File: src/hdl/rhc_pkg.sv
package rhc_pkg;

	localparam int CHANNEL_BITS = 8;
	localparam int HUE_BITS     = 16;
	localparam int QUO_BITS     = (CHANNEL_BITS > HUE_BITS + 1) ? CHANNEL_BITS : HUE_BITS + 1;

	localparam logic KIND_RGB2HSV = 1'b0;
	localparam logic KIND_HSV2RGB = 1'b1;

	typedef enum logic [2:0] {
		SEC_RED     = 3'd0,
		SEC_YELLOW  = 3'd1,
		SEC_GREEN   = 3'd2,
		SEC_CYAN    = 3'd3,
		SEC_BLUE    = 3'd4,
		SEC_MAGENTA = 3'd5
	} sector_t;

	typedef struct packed {
		logic                    kind;
		logic [CHANNEL_BITS-1:0] red_in;
		logic [CHANNEL_BITS-1:0] green_in;
		logic [CHANNEL_BITS-1:0] blue_in;
		logic [HUE_BITS-1:0]     hue_in;
		logic [CHANNEL_BITS-1:0] sat_in;
		logic [CHANNEL_BITS-1:0] val_in;
	} in_word_t;

	typedef struct packed {
		logic                    kind_out;
		logic [CHANNEL_BITS-1:0] red_out;
		logic [CHANNEL_BITS-1:0] green_out;
		logic [CHANNEL_BITS-1:0] blue_out;
		logic [HUE_BITS-1:0]     hue_out;
		logic [CHANNEL_BITS-1:0] sat_out;
		logic [CHANNEL_BITS-1:0] val_out;
	} out_word_t;

endpackage

File: src/hdl/rhc_div.sv
module rhc_div #(
	parameter int NUM_W = 17,
	parameter int DEN_W = 9,
	parameter int QUO_W = 17
) (
	input  logic             clk,
	input  logic             en,
	input  logic [NUM_W-1:0] num,
	input  logic [DEN_W-1:0] den,
	output logic [QUO_W-1:0] quo
);
	// radix-2 restoring divider, one quotient bit per stage
	logic [NUM_W+QUO_W-1:0] num_x;
	logic [DEN_W-1:0]       rem_s [1:QUO_W];
	logic [QUO_W-1:0]       low_s [1:QUO_W];
	logic [QUO_W-1:0]       quo_s [1:QUO_W];
	logic [DEN_W-1:0]       den_s [1:QUO_W];

	assign num_x = {{QUO_W{1'b0}}, num};

	for (genvar i = 0; i < QUO_W; i++) begin : g_step
		logic [DEN_W-1:0] rem_i;
		logic [QUO_W-1:0] low_i;
		logic [QUO_W-1:0] quo_i;
		logic [DEN_W-1:0] den_i;
		logic [DEN_W:0]   trial;
		logic             fits;

		if (i == 0) begin : g_head
			assign rem_i = DEN_W'(num_x >> QUO_W);
			assign low_i = num_x[QUO_W-1:0];
			assign quo_i = '0;
			assign den_i = den;
		end else begin : g_tail
			assign rem_i = rem_s[i];
			assign low_i = low_s[i];
			assign quo_i = quo_s[i];
			assign den_i = den_s[i];
		end

		assign trial = {rem_i, low_i[QUO_W-1]};
		assign fits  = trial >= {1'b0, den_i};

		always_ff @(posedge clk) begin
			if (en) begin
				rem_s[i+1] <= fits ? DEN_W'(trial - {1'b0, den_i}) : DEN_W'(trial);
				low_s[i+1] <= low_i << 1;
				quo_s[i+1] <= {quo_i[QUO_W-2:0], fits};
				den_s[i+1] <= den_i;
			end
		end
	end

	assign quo = quo_s[QUO_W];
endmodule

File: src/hdl/rgb_hsv_converter_top.sv
// RGB/HSV pixel converter. Each word is converted RGB to HSV (kind 0) or HSV to RGB
// (kind 1); fields of the unused direction read as zero. Channels, saturation and value
// are fractions of 255, hue a fraction of 65536 of a turn, all rounded to nearest.
// Throughput is one pixel per clock while pixel_stall is low. The path runs through three
// operand stages, then one stage per quotient bit of the radix-2 divider pipelines, then
// the output register. A two-entry output buffer keeps the input open while a finished
// word waits; pixel_stall rises only when both are full.
module rgb_hsv_converter_top (
	input  logic               clk,
	input  logic               arst_n,
	input  logic               pixel_valid,
	output logic               pixel_stall,
	input  rhc_pkg::in_word_t  pixel,
	output logic               result_valid,
	input  logic               result_stall,
	output rhc_pkg::out_word_t result
);
	import rhc_pkg::*;

	localparam int C    = CHANNEL_BITS;
	localparam int H    = HUE_BITS;
	localparam int QW   = QUO_BITS;
	localparam int SN_W = 2*C + 1;
	localparam int SD_W = C + 1;
	localparam int HN_W = C + H + 5;
	localparam int HD_W = C + 4;
	localparam int PY_W = 2*C;
	localparam int QF_W = 2*C + H;

	localparam logic [C-1:0]    CM        = '1;
	localparam logic [C-1:0]    CM_HALF   = CM >> 1;
	localparam logic [C+H-1:0]  TURN_DEN  = {CM, {H{1'b0}}};
	localparam logic [C+H-1:0]  TURN_HALF = TURN_DEN >> 1;
	// reciprocal of 2^C - 1, exact for any dividend below 2^(2C)
	localparam logic [PY_W-1:0] RECIP     = PY_W'(((64'd1 << (3*C-1)) + (64'd1 << C) - 64'd2)
		/ ((64'd1 << C) - 64'd1));

	typedef struct packed {
		logic           kind;
		sector_t        sector;
		logic [C-1:0]   val;
		logic [C-1:0]   sat_c;
		logic [C-1:0]   diff;
		logic [C+2:0]   hue6;
		logic [C+H-1:0] fs;
		logic           grey;
		logic           black;
	} mid_t;

	typedef struct packed {
		logic         kind;
		sector_t      sector;
		logic [C-1:0] val;
		logic         grey;
		logic         black;
	} side_t;

	typedef struct packed {
		side_t        side;
		logic [C-1:0] p;
		logic [C-1:0] q;
		logic [C-1:0] t;
	} lane_t;

	function automatic logic [C-1:0] div_cm(input logic [PY_W-1:0] y);
		logic [2*PY_W-1:0] prod;
		prod = (2*PY_W)'(y) * (2*PY_W)'(RECIP);
		return prod[3*C-1 +: C];
	endfunction

	logic en;

	// stage 1: input register
	logic     vld_s1;
	in_word_t pix_s1;

	// stage 1 logic
	logic [C-1:0]   mx;
	logic [C-1:0]   mn;
	logic [C+2:0]   rr, gg, bb, d3;
	logic [C+2:0]   hue6;
	logic [H+2:0]   h6;
	logic [H-1:0]   frac;
	logic [C+H-1:0] fs;
	mid_t           mid;

	// stage 2
	logic vld_s2;
	mid_t mid_s2;

	logic [C+H-1:0]  inner_q;
	logic [C+H-1:0]  inner_t;
	logic [C+2:0]    d6;
	logic [QF_W-1:0] q_full;
	logic [QF_W-1:0] t_full;

	// stage 3
	logic            vld_s3;
	side_t           side_s3;
	logic [SN_W-1:0] sat_num_s3;
	logic [SD_W-1:0] sat_den_s3;
	logic [HN_W-1:0] hue_num_s3;
	logic [HD_W-1:0] hue_den_s3;
	logic [PY_W-1:0] p_y_s3;
	logic [PY_W-1:0] q_y_s3;
	logic [PY_W-1:0] t_y_s3;

	// divider stages
	lane_t lane_n;
	logic  vld_s  [1:QW];
	lane_t side_s [1:QW];
	logic [QW-1:0] sat_quo, hue_quo;

	side_t        side_l;
	logic [C-1:0] p_l, q_l, t_l;
	out_word_t    word_l;
	logic         take;
	logic         pop;

	logic      out_vld_q, out_vld_d;
	logic      skid_vld_q, skid_vld_d;
	out_word_t out_q;
	out_word_t skid_q;
	logic      load_out, from_skid, load_skid;

	assign en          = !skid_vld_q;
	assign pixel_stall = skid_vld_q;

	always_ff @(posedge clk or negedge arst_n) begin
		if (!arst_n) begin
			vld_s1 <= 1'b0;
			vld_s2 <= 1'b0;
			vld_s3 <= 1'b0;
			for (int i = 1; i <= QW; i++) begin
				vld_s[i] <= 1'b0;
			end
		end else if (en) begin
			vld_s1   <= pixel_valid;
			vld_s2   <= vld_s1;
			vld_s3   <= vld_s2;
			vld_s[1] <= vld_s3;
			for (int i = 2; i <= QW; i++) begin
				vld_s[i] <= vld_s[i-1];
			end
		end
	end

	always_ff @(posedge clk) begin
		if (en) begin
			pix_s1 <= pixel;
		end
	end

	// max, min, sector numerator, hue split
	always_comb begin
		rr = (C+3)'(pix_s1.red_in);
		gg = (C+3)'(pix_s1.green_in);
		bb = (C+3)'(pix_s1.blue_in);
		mn = pix_s1.red_in;
		if (pix_s1.green_in < mn) begin
			mn = pix_s1.green_in;
		end
		if (pix_s1.blue_in < mn) begin
			mn = pix_s1.blue_in;
		end
		if (pix_s1.red_in >= pix_s1.green_in && pix_s1.red_in >= pix_s1.blue_in) begin
			mx   = pix_s1.red_in;
			d3   = (C+3)'(mx - mn);
			hue6 = (gg >= bb) ? gg - bb : (d3 << 2) + (d3 << 1) - (bb - gg);
		end else if (pix_s1.green_in >= pix_s1.blue_in) begin
			mx   = pix_s1.green_in;
			d3   = (C+3)'(mx - mn);
			hue6 = (bb >= rr) ? (d3 << 1) + (bb - rr) : (d3 << 1) - (rr - bb);
		end else begin
			mx   = pix_s1.blue_in;
			d3   = (C+3)'(mx - mn);
			hue6 = (rr >= gg) ? (d3 << 2) + (rr - gg) : (d3 << 2) - (gg - rr);
		end
	end

	assign h6   = (H+3)'(pix_s1.hue_in) * (H+3)'(6);
	assign frac = h6[H-1:0];
	assign fs   = (C+H)'(frac) * (C+H)'(pix_s1.sat_in);

	always_comb begin
		mid.kind   = pix_s1.kind;
		mid.sector = sector_t'(h6[H+2:H]);
		mid.val    = (pix_s1.kind == KIND_HSV2RGB) ? pix_s1.val_in : mx;
		mid.sat_c  = CM - pix_s1.sat_in;
		mid.diff   = mx - mn;
		mid.hue6   = hue6;
		mid.fs     = fs;
		mid.grey   = (mx == mn);
		mid.black  = (mx == '0);
	end

	always_ff @(posedge clk) begin
		if (en) begin
			mid_s2 <= mid;
		end
	end

	// numerators and divisors
	assign inner_q = TURN_DEN - mid_s2.fs;
	assign inner_t = {mid_s2.sat_c, {H{1'b0}}} + mid_s2.fs;
	assign d6      = ((C+3)'(mid_s2.diff) << 2) + ((C+3)'(mid_s2.diff) << 1);
	assign q_full  = QF_W'(mid_s2.val) * QF_W'(inner_q) + QF_W'(TURN_HALF);
	assign t_full  = QF_W'(mid_s2.val) * QF_W'(inner_t) + QF_W'(TURN_HALF);

	always_ff @(posedge clk) begin
		if (en) begin
			side_s3.kind   <= mid_s2.kind;
			side_s3.sector <= mid_s2.sector;
			side_s3.val    <= mid_s2.val;
			side_s3.grey   <= mid_s2.grey;
			side_s3.black  <= mid_s2.black;
			sat_num_s3 <= ((SN_W'(mid_s2.diff) * SN_W'(CM)) << 1) + SN_W'(mid_s2.val);
			sat_den_s3 <= {mid_s2.val, 1'b0};
			hue_num_s3 <= (HN_W'(mid_s2.hue6) << (H + 1)) + HN_W'(d6);
			hue_den_s3 <= (HD_W'(mid_s2.diff) << 3) + (HD_W'(mid_s2.diff) << 2);
			p_y_s3     <= PY_W'(mid_s2.val) * PY_W'(mid_s2.sat_c) + PY_W'(CM_HALF);
			q_y_s3     <= q_full[H +: PY_W];
			t_y_s3     <= t_full[H +: PY_W];
		end
	end

	// p, q and t divide by the constant 2^C - 1
	always_comb begin
		lane_n.side = side_s3;
		lane_n.p    = div_cm(p_y_s3);
		lane_n.q    = div_cm(q_y_s3);
		lane_n.t    = div_cm(t_y_s3);
	end

	always_ff @(posedge clk) begin
		if (en) begin
			side_s[1] <= lane_n;
			for (int i = 2; i <= QW; i++) begin
				side_s[i] <= side_s[i-1];
			end
		end
	end

	rhc_div #(.NUM_W(SN_W), .DEN_W(SD_W), .QUO_W(QW)) u_sat_div (
		.clk(clk), .en(en), .num(sat_num_s3), .den(sat_den_s3), .quo(sat_quo)
	);

	rhc_div #(.NUM_W(HN_W), .DEN_W(HD_W), .QUO_W(QW)) u_hue_div (
		.clk(clk), .en(en), .num(hue_num_s3), .den(hue_den_s3), .quo(hue_quo)
	);

	assign side_l = side_s[QW].side;
	assign p_l    = side_s[QW].p;
	assign q_l    = side_s[QW].q;
	assign t_l    = side_s[QW].t;

	always_comb begin
		word_l          = '0;
		word_l.kind_out = side_l.kind;
		if (side_l.kind == KIND_RGB2HSV) begin
			word_l.val_out = side_l.val;
			word_l.sat_out = side_l.black ? '0 : sat_quo[C-1:0];
			word_l.hue_out = side_l.grey ? '0 : hue_quo[H-1:0];
		end else begin
			case (side_l.sector)
				SEC_RED: begin
					word_l.red_out   = side_l.val;
					word_l.green_out = t_l;
					word_l.blue_out  = p_l;
				end
				SEC_YELLOW: begin
					word_l.red_out   = q_l;
					word_l.green_out = side_l.val;
					word_l.blue_out  = p_l;
				end
				SEC_GREEN: begin
					word_l.red_out   = p_l;
					word_l.green_out = side_l.val;
					word_l.blue_out  = t_l;
				end
				SEC_CYAN: begin
					word_l.red_out   = p_l;
					word_l.green_out = q_l;
					word_l.blue_out  = side_l.val;
				end
				SEC_BLUE: begin
					word_l.red_out   = t_l;
					word_l.green_out = p_l;
					word_l.blue_out  = side_l.val;
				end
				default: begin
					word_l.red_out   = side_l.val;
					word_l.green_out = p_l;
					word_l.blue_out  = q_l;
				end
			endcase
		end
	end

	// output register plus skid entry
	assign take = vld_s[QW] && en;
	assign pop  = out_vld_q && !result_stall;

	always_comb begin
		out_vld_d  = out_vld_q;
		skid_vld_d = skid_vld_q;
		load_out   = 1'b0;
		from_skid  = 1'b0;
		load_skid  = 1'b0;
		if (skid_vld_q) begin
			if (pop || !out_vld_q) begin
				load_out   = 1'b1;
				from_skid  = 1'b1;
				out_vld_d  = 1'b1;
				skid_vld_d = 1'b0;
			end
		end else if (take) begin
			if (!out_vld_q || pop) begin
				load_out  = 1'b1;
				out_vld_d = 1'b1;
			end else begin
				load_skid  = 1'b1;
				skid_vld_d = 1'b1;
			end
		end else if (pop) begin
			out_vld_d = 1'b0;
		end
	end

	always_ff @(posedge clk or negedge arst_n) begin
		if (!arst_n) begin
			out_vld_q  <= 1'b0;
			skid_vld_q <= 1'b0;
		end else begin
			out_vld_q  <= out_vld_d;
			skid_vld_q <= skid_vld_d;
		end
	end

	always_ff @(posedge clk) begin
		if (load_out) begin
			out_q <= from_skid ? skid_q : word_l;
		end
		if (load_skid) begin
			skid_q <= word_l;
		end
	end

	assign result_valid = out_vld_q;
	assign result       = out_q;
endmodule

File: config.mk
export PLATFORM = sky130hd
export DESIGN_NAME = rgb_hsv_converter_top
export DESIGN_NICKNAME = d
export VERILOG_FILES = /design/src/hdl/rhc_pkg.sv /design/src/hdl/rhc_div.sv /design/src/hdl/rgb_hsv_converter_top.sv
export SDC_FILE = /design/constraint.sdc
export NUM_CORES = 2
export LEC_CHECK = 0
export ABC_CLOCK_PERIOD_IN_PS = 32299
export BUFFER_PORTS_ARGS = -buffer_cell sky130_fd_sc_hd__buf_2
export CAP_MARGIN = 5
export CORE_ASPECT_RATIO = 0.75
export CORE_MARGIN = 1
export CORE_UTILIZATION = 35
export CTS_BUF_LIST = sky130_fd_sc_hd__clkbuf_8
export CTS_CLUSTER_DIAMETER = 60
export DETAILED_ROUTE_END_ITERATION = 8
export PLACE_DENSITY = 0.55
export SYNTH_ARGS = -nofsm -noshare
export SYNTH_HDL_FRONTEND = slang
export SYNTH_SLANG_ARGS = --single-unit
File: constraint.sdc
create_clock -name clk -period 32.3 [get_ports clk]
set_input_delay 6.46 -clock clk [delete_from_list [all_inputs] [get_ports clk]]
set_output_delay 6.46 -clock clk [all_outputs]
set_load 0.03 [all_outputs]
==> flow_metrics.tcl <==
set metrics [dict create \
    drt_iter0_drc 3342 \
    worst_slew_pin_slew_ns 1.25 \
    critical-path-top-delay-family "adder cells" \
    ys_seq_elements 1759 \
    place_hpwl_um 135000 \
    synth_edf_count 1737 \
    tns_ns 0 \
    fin_crit_ns 9.64 \
    netlist_instances 7768 \
    syn_area_per_cell_um2 12.7 \
    n_fill_cell 26500 \
    hold_viol_final 0 \
    num-nets-final 9447 \
    yosys_warnings 0 \
    insertion_delay_ns 0.94 \
    synth_area_leaders "edfxtp_1 53%, ha_1 11%, fa_1 9.2%, inv_1 3.9%, nand2_1 2.3%" \
    grt_usage_pct 13.1 \
    synth_top_area_share_pct 52.8 \
    yosysUniqueCellTypes 79 \
    utilization_pct 38.9 \
    ys_seq_area_share_pct 53.4 \
    cts-root-buf "clkbuf_8" \
    post-synth-top-count-cell "edfxtp_1" \
    cts_tree "done" \
    vias_per_cell 4.73 \
    synth_ff_type "edfxtp_1" \
    max_stage_delay_ns 0.80 \
    r2r_cells 33 \
    max_freq_mhz 104 \
    end_kind "flip-flop" \
    drc_errors 0 \
    grt.overflow.total 0 \
    area_delta_synth_final_pct 10.5 \
    path_common_cell "ha_1" \
    syn-cell-area_mm2 0.0987 \
    yosys-top-cells-count "1737 x edfxtp_1, 1022 x inv_1, 886 x ha_1" \
    routed_wl_um 188000 \
    wl_per_cell_um 15.7 \
    die_y_um 462 \
    cts_buffers 293 \
    skew_ns 0.0942 \
    rows 168 \
    hold_end "side_s[0][84]$_DFFE_PN_" \
    dieArea_mm2 0.284 \
    relSlewSlack_pct 15.5 \
    post_route_cells_drive_above_1_share_pct 8.05 \
    holdWs_ns 0.346 \
    syn-num-nets 9168 \
    coreArea_mm2 0.280 \
    clkTransAtPathRegs_ns 0.06 \
    hold_buffers 0 \
    first_global_vias 58600 \
    ios 120 \
    fin_crit_sh_pct 29.8 \
    cp_slowest_cell "o31ai_4" \
    grt_max_degree 196 \
    crit_fanout 15 \
    critPathLaunchType "flip-flop" \
    reg2reg_to "mid_s2[36]$_DFFE_PN_" \
    crit_type "reg -> reg" \
    portBuffers 119 \
    hp-start "side_s[0][46]$_DFFE_PN_" \
    min_path_type "reg -> reg" \
    status "completed" \
    drt_first_pass_iters 6 \
    crit_arrival_ns 10.30 \
    worstPathRequired_ns 32.96 \
    holdPathStages 0 \
    r2r-start "pix_s1[50]$_DFFE_PN_" \
    rsz0062_at_grt "no" \
    yosysTopAreaCell "edfxtp_1" \
    rrSetupSlack_ns 22.66 \
    synth-async-reset-ratio_pct 1.25 \
    gp_congestion 0.858 \
    cts_resized 0 \
    grt_antenna_before_repair 8 \
    detail-route-antenna-nets 0 \
    maxCapViolCount 0 \
    setup_viol 0 \
    start_util_pct 35.3 \
    cts_setup_buffers 0 \
    worst-path-buf-inv 3 \
    cts.sinks 1759 \
    htreeDepth 5 \
    vias 56700 \
    grt_pass1_wl_um 307000 \
    die_x_um 615 \
    drv_slew 0 \
    cts_buffer_depth 4 \
]
==> worst max-delay path by stage <==
stage	from	to	slack, ns	cells after the start
global route	pix_s1[49]$_DFFE_PN_	mid_s2[35]$_DFFE_PN_	22.17	33
global placement	pix_s1[50]$_DFFE_PN_	mid_s2[35]$_DFFE_PN_	23.02	33
CTS	pix_s1[50]$_DFFE_PN_	mid_s2[36]$_DFFE_PN_	22.81	33
floorplan	pixel_stall$_DFF_PN0_	bb[0]$_DFFE_PN_	6.61	1
detailed placement	pix_s1[50]$_DFFE_PN_	mid_s2[36]$_DFFE_PN_	22.90	33
finish	pix_s1[50]$_DFFE_PN_	mid_s2[36]$_DFFE_PN_	22.66	33
==> layer usage <==
metal	up-vias	global-route usage, %	part of all wire [%]	wire, um
met5	-	0	0	0
met4	0	3.63	2.2	4060
met3	323	2.24	4.6	8650
met2	1083	19.6	41	77700
met1	27600	19.5	52	97600
li1	27800	-	-	-
==> cells in the final DEF (no fill, tap or decap), drive strengths merged, types with 112 or more instances in the layout <==
master  instances
ha            886
nand2         607
nor2          309
xnor2         246
xor2          125
fa            453
and2          299
nand2b        112
o21ai         335
buf           159
clkbuf        300
nor2b         160
a21o          137
inv          1102
edfxtp       1737
a21oi         272
==> flip-flops by register name (all words and copies together), names as in the netlist, 21 cells and up <==
name             flops
side_s             646
result              57
skid_q              57
u_hue_div.rem_s    180
u_hue_div.quo_s    136
u_hue_div.den_s    138
u_sat_div.rem_s    144
u_sat_div.quo_s     36
pix_s1              40
mid_s2              64
u_sat_div.low_s    120
hue_num_s3          21
==> layout make-up <==
cell class	instances	area [um^2]	share of cell area, %
clock inverter	204	1200	1.10
clock buffer	300	4130	3.79
inverter	1026	3850	3.54
multi-input combinational	4808	41500	38.1
timing repair buffer	159	946	0.868
sequential	1759	52700	48.3
tap	3740	4680	4.29
antenna	2	5.00	0.00459
==> per-stage QoR <==
step | worst slack [ns] | std cells | instance area [um^2]
4_1_cts | 22.81 | 12000 | 109000
3_3_place_gp | 23.02 | 11500 | 104000
5_1_grt | 22.17 | 12000 | 109000
6_report | 22.66 | 12000 | 109000
3_5_place_dp | 22.90 | 11500 | 104000
2_1_floorplan | 6.61 | 7768 | 98700
==> worst register-to-register path: cells and delay by family (launching register included) <==
family	cells	cell delay, ns
buf+inv	3	0.49
fa+ha+maj	9	3.31
compound gates	10	3.15
flops	1	0.64
mux	2	0.58
simple gates	7	0.81
xor+xnor	2	0.38
==> cell families after synthesis <==
group                      Yosys count  synth area share (%)
DFF                               1759                  53.4
AOI/OAI and AO/OA                 1202                  7.83
muxes                              147                  1.64
buffers and inverters             1201                  4.59
and+or+nand+nor                   1733                  8.66
xor gates and xnor gates           371                  3.29
adders and majority gates         1355                  20.6
Power is left out: the tool's default activity adds up to more than one toggle a clock period on the data nets, which glitch-free logic cannot reach.
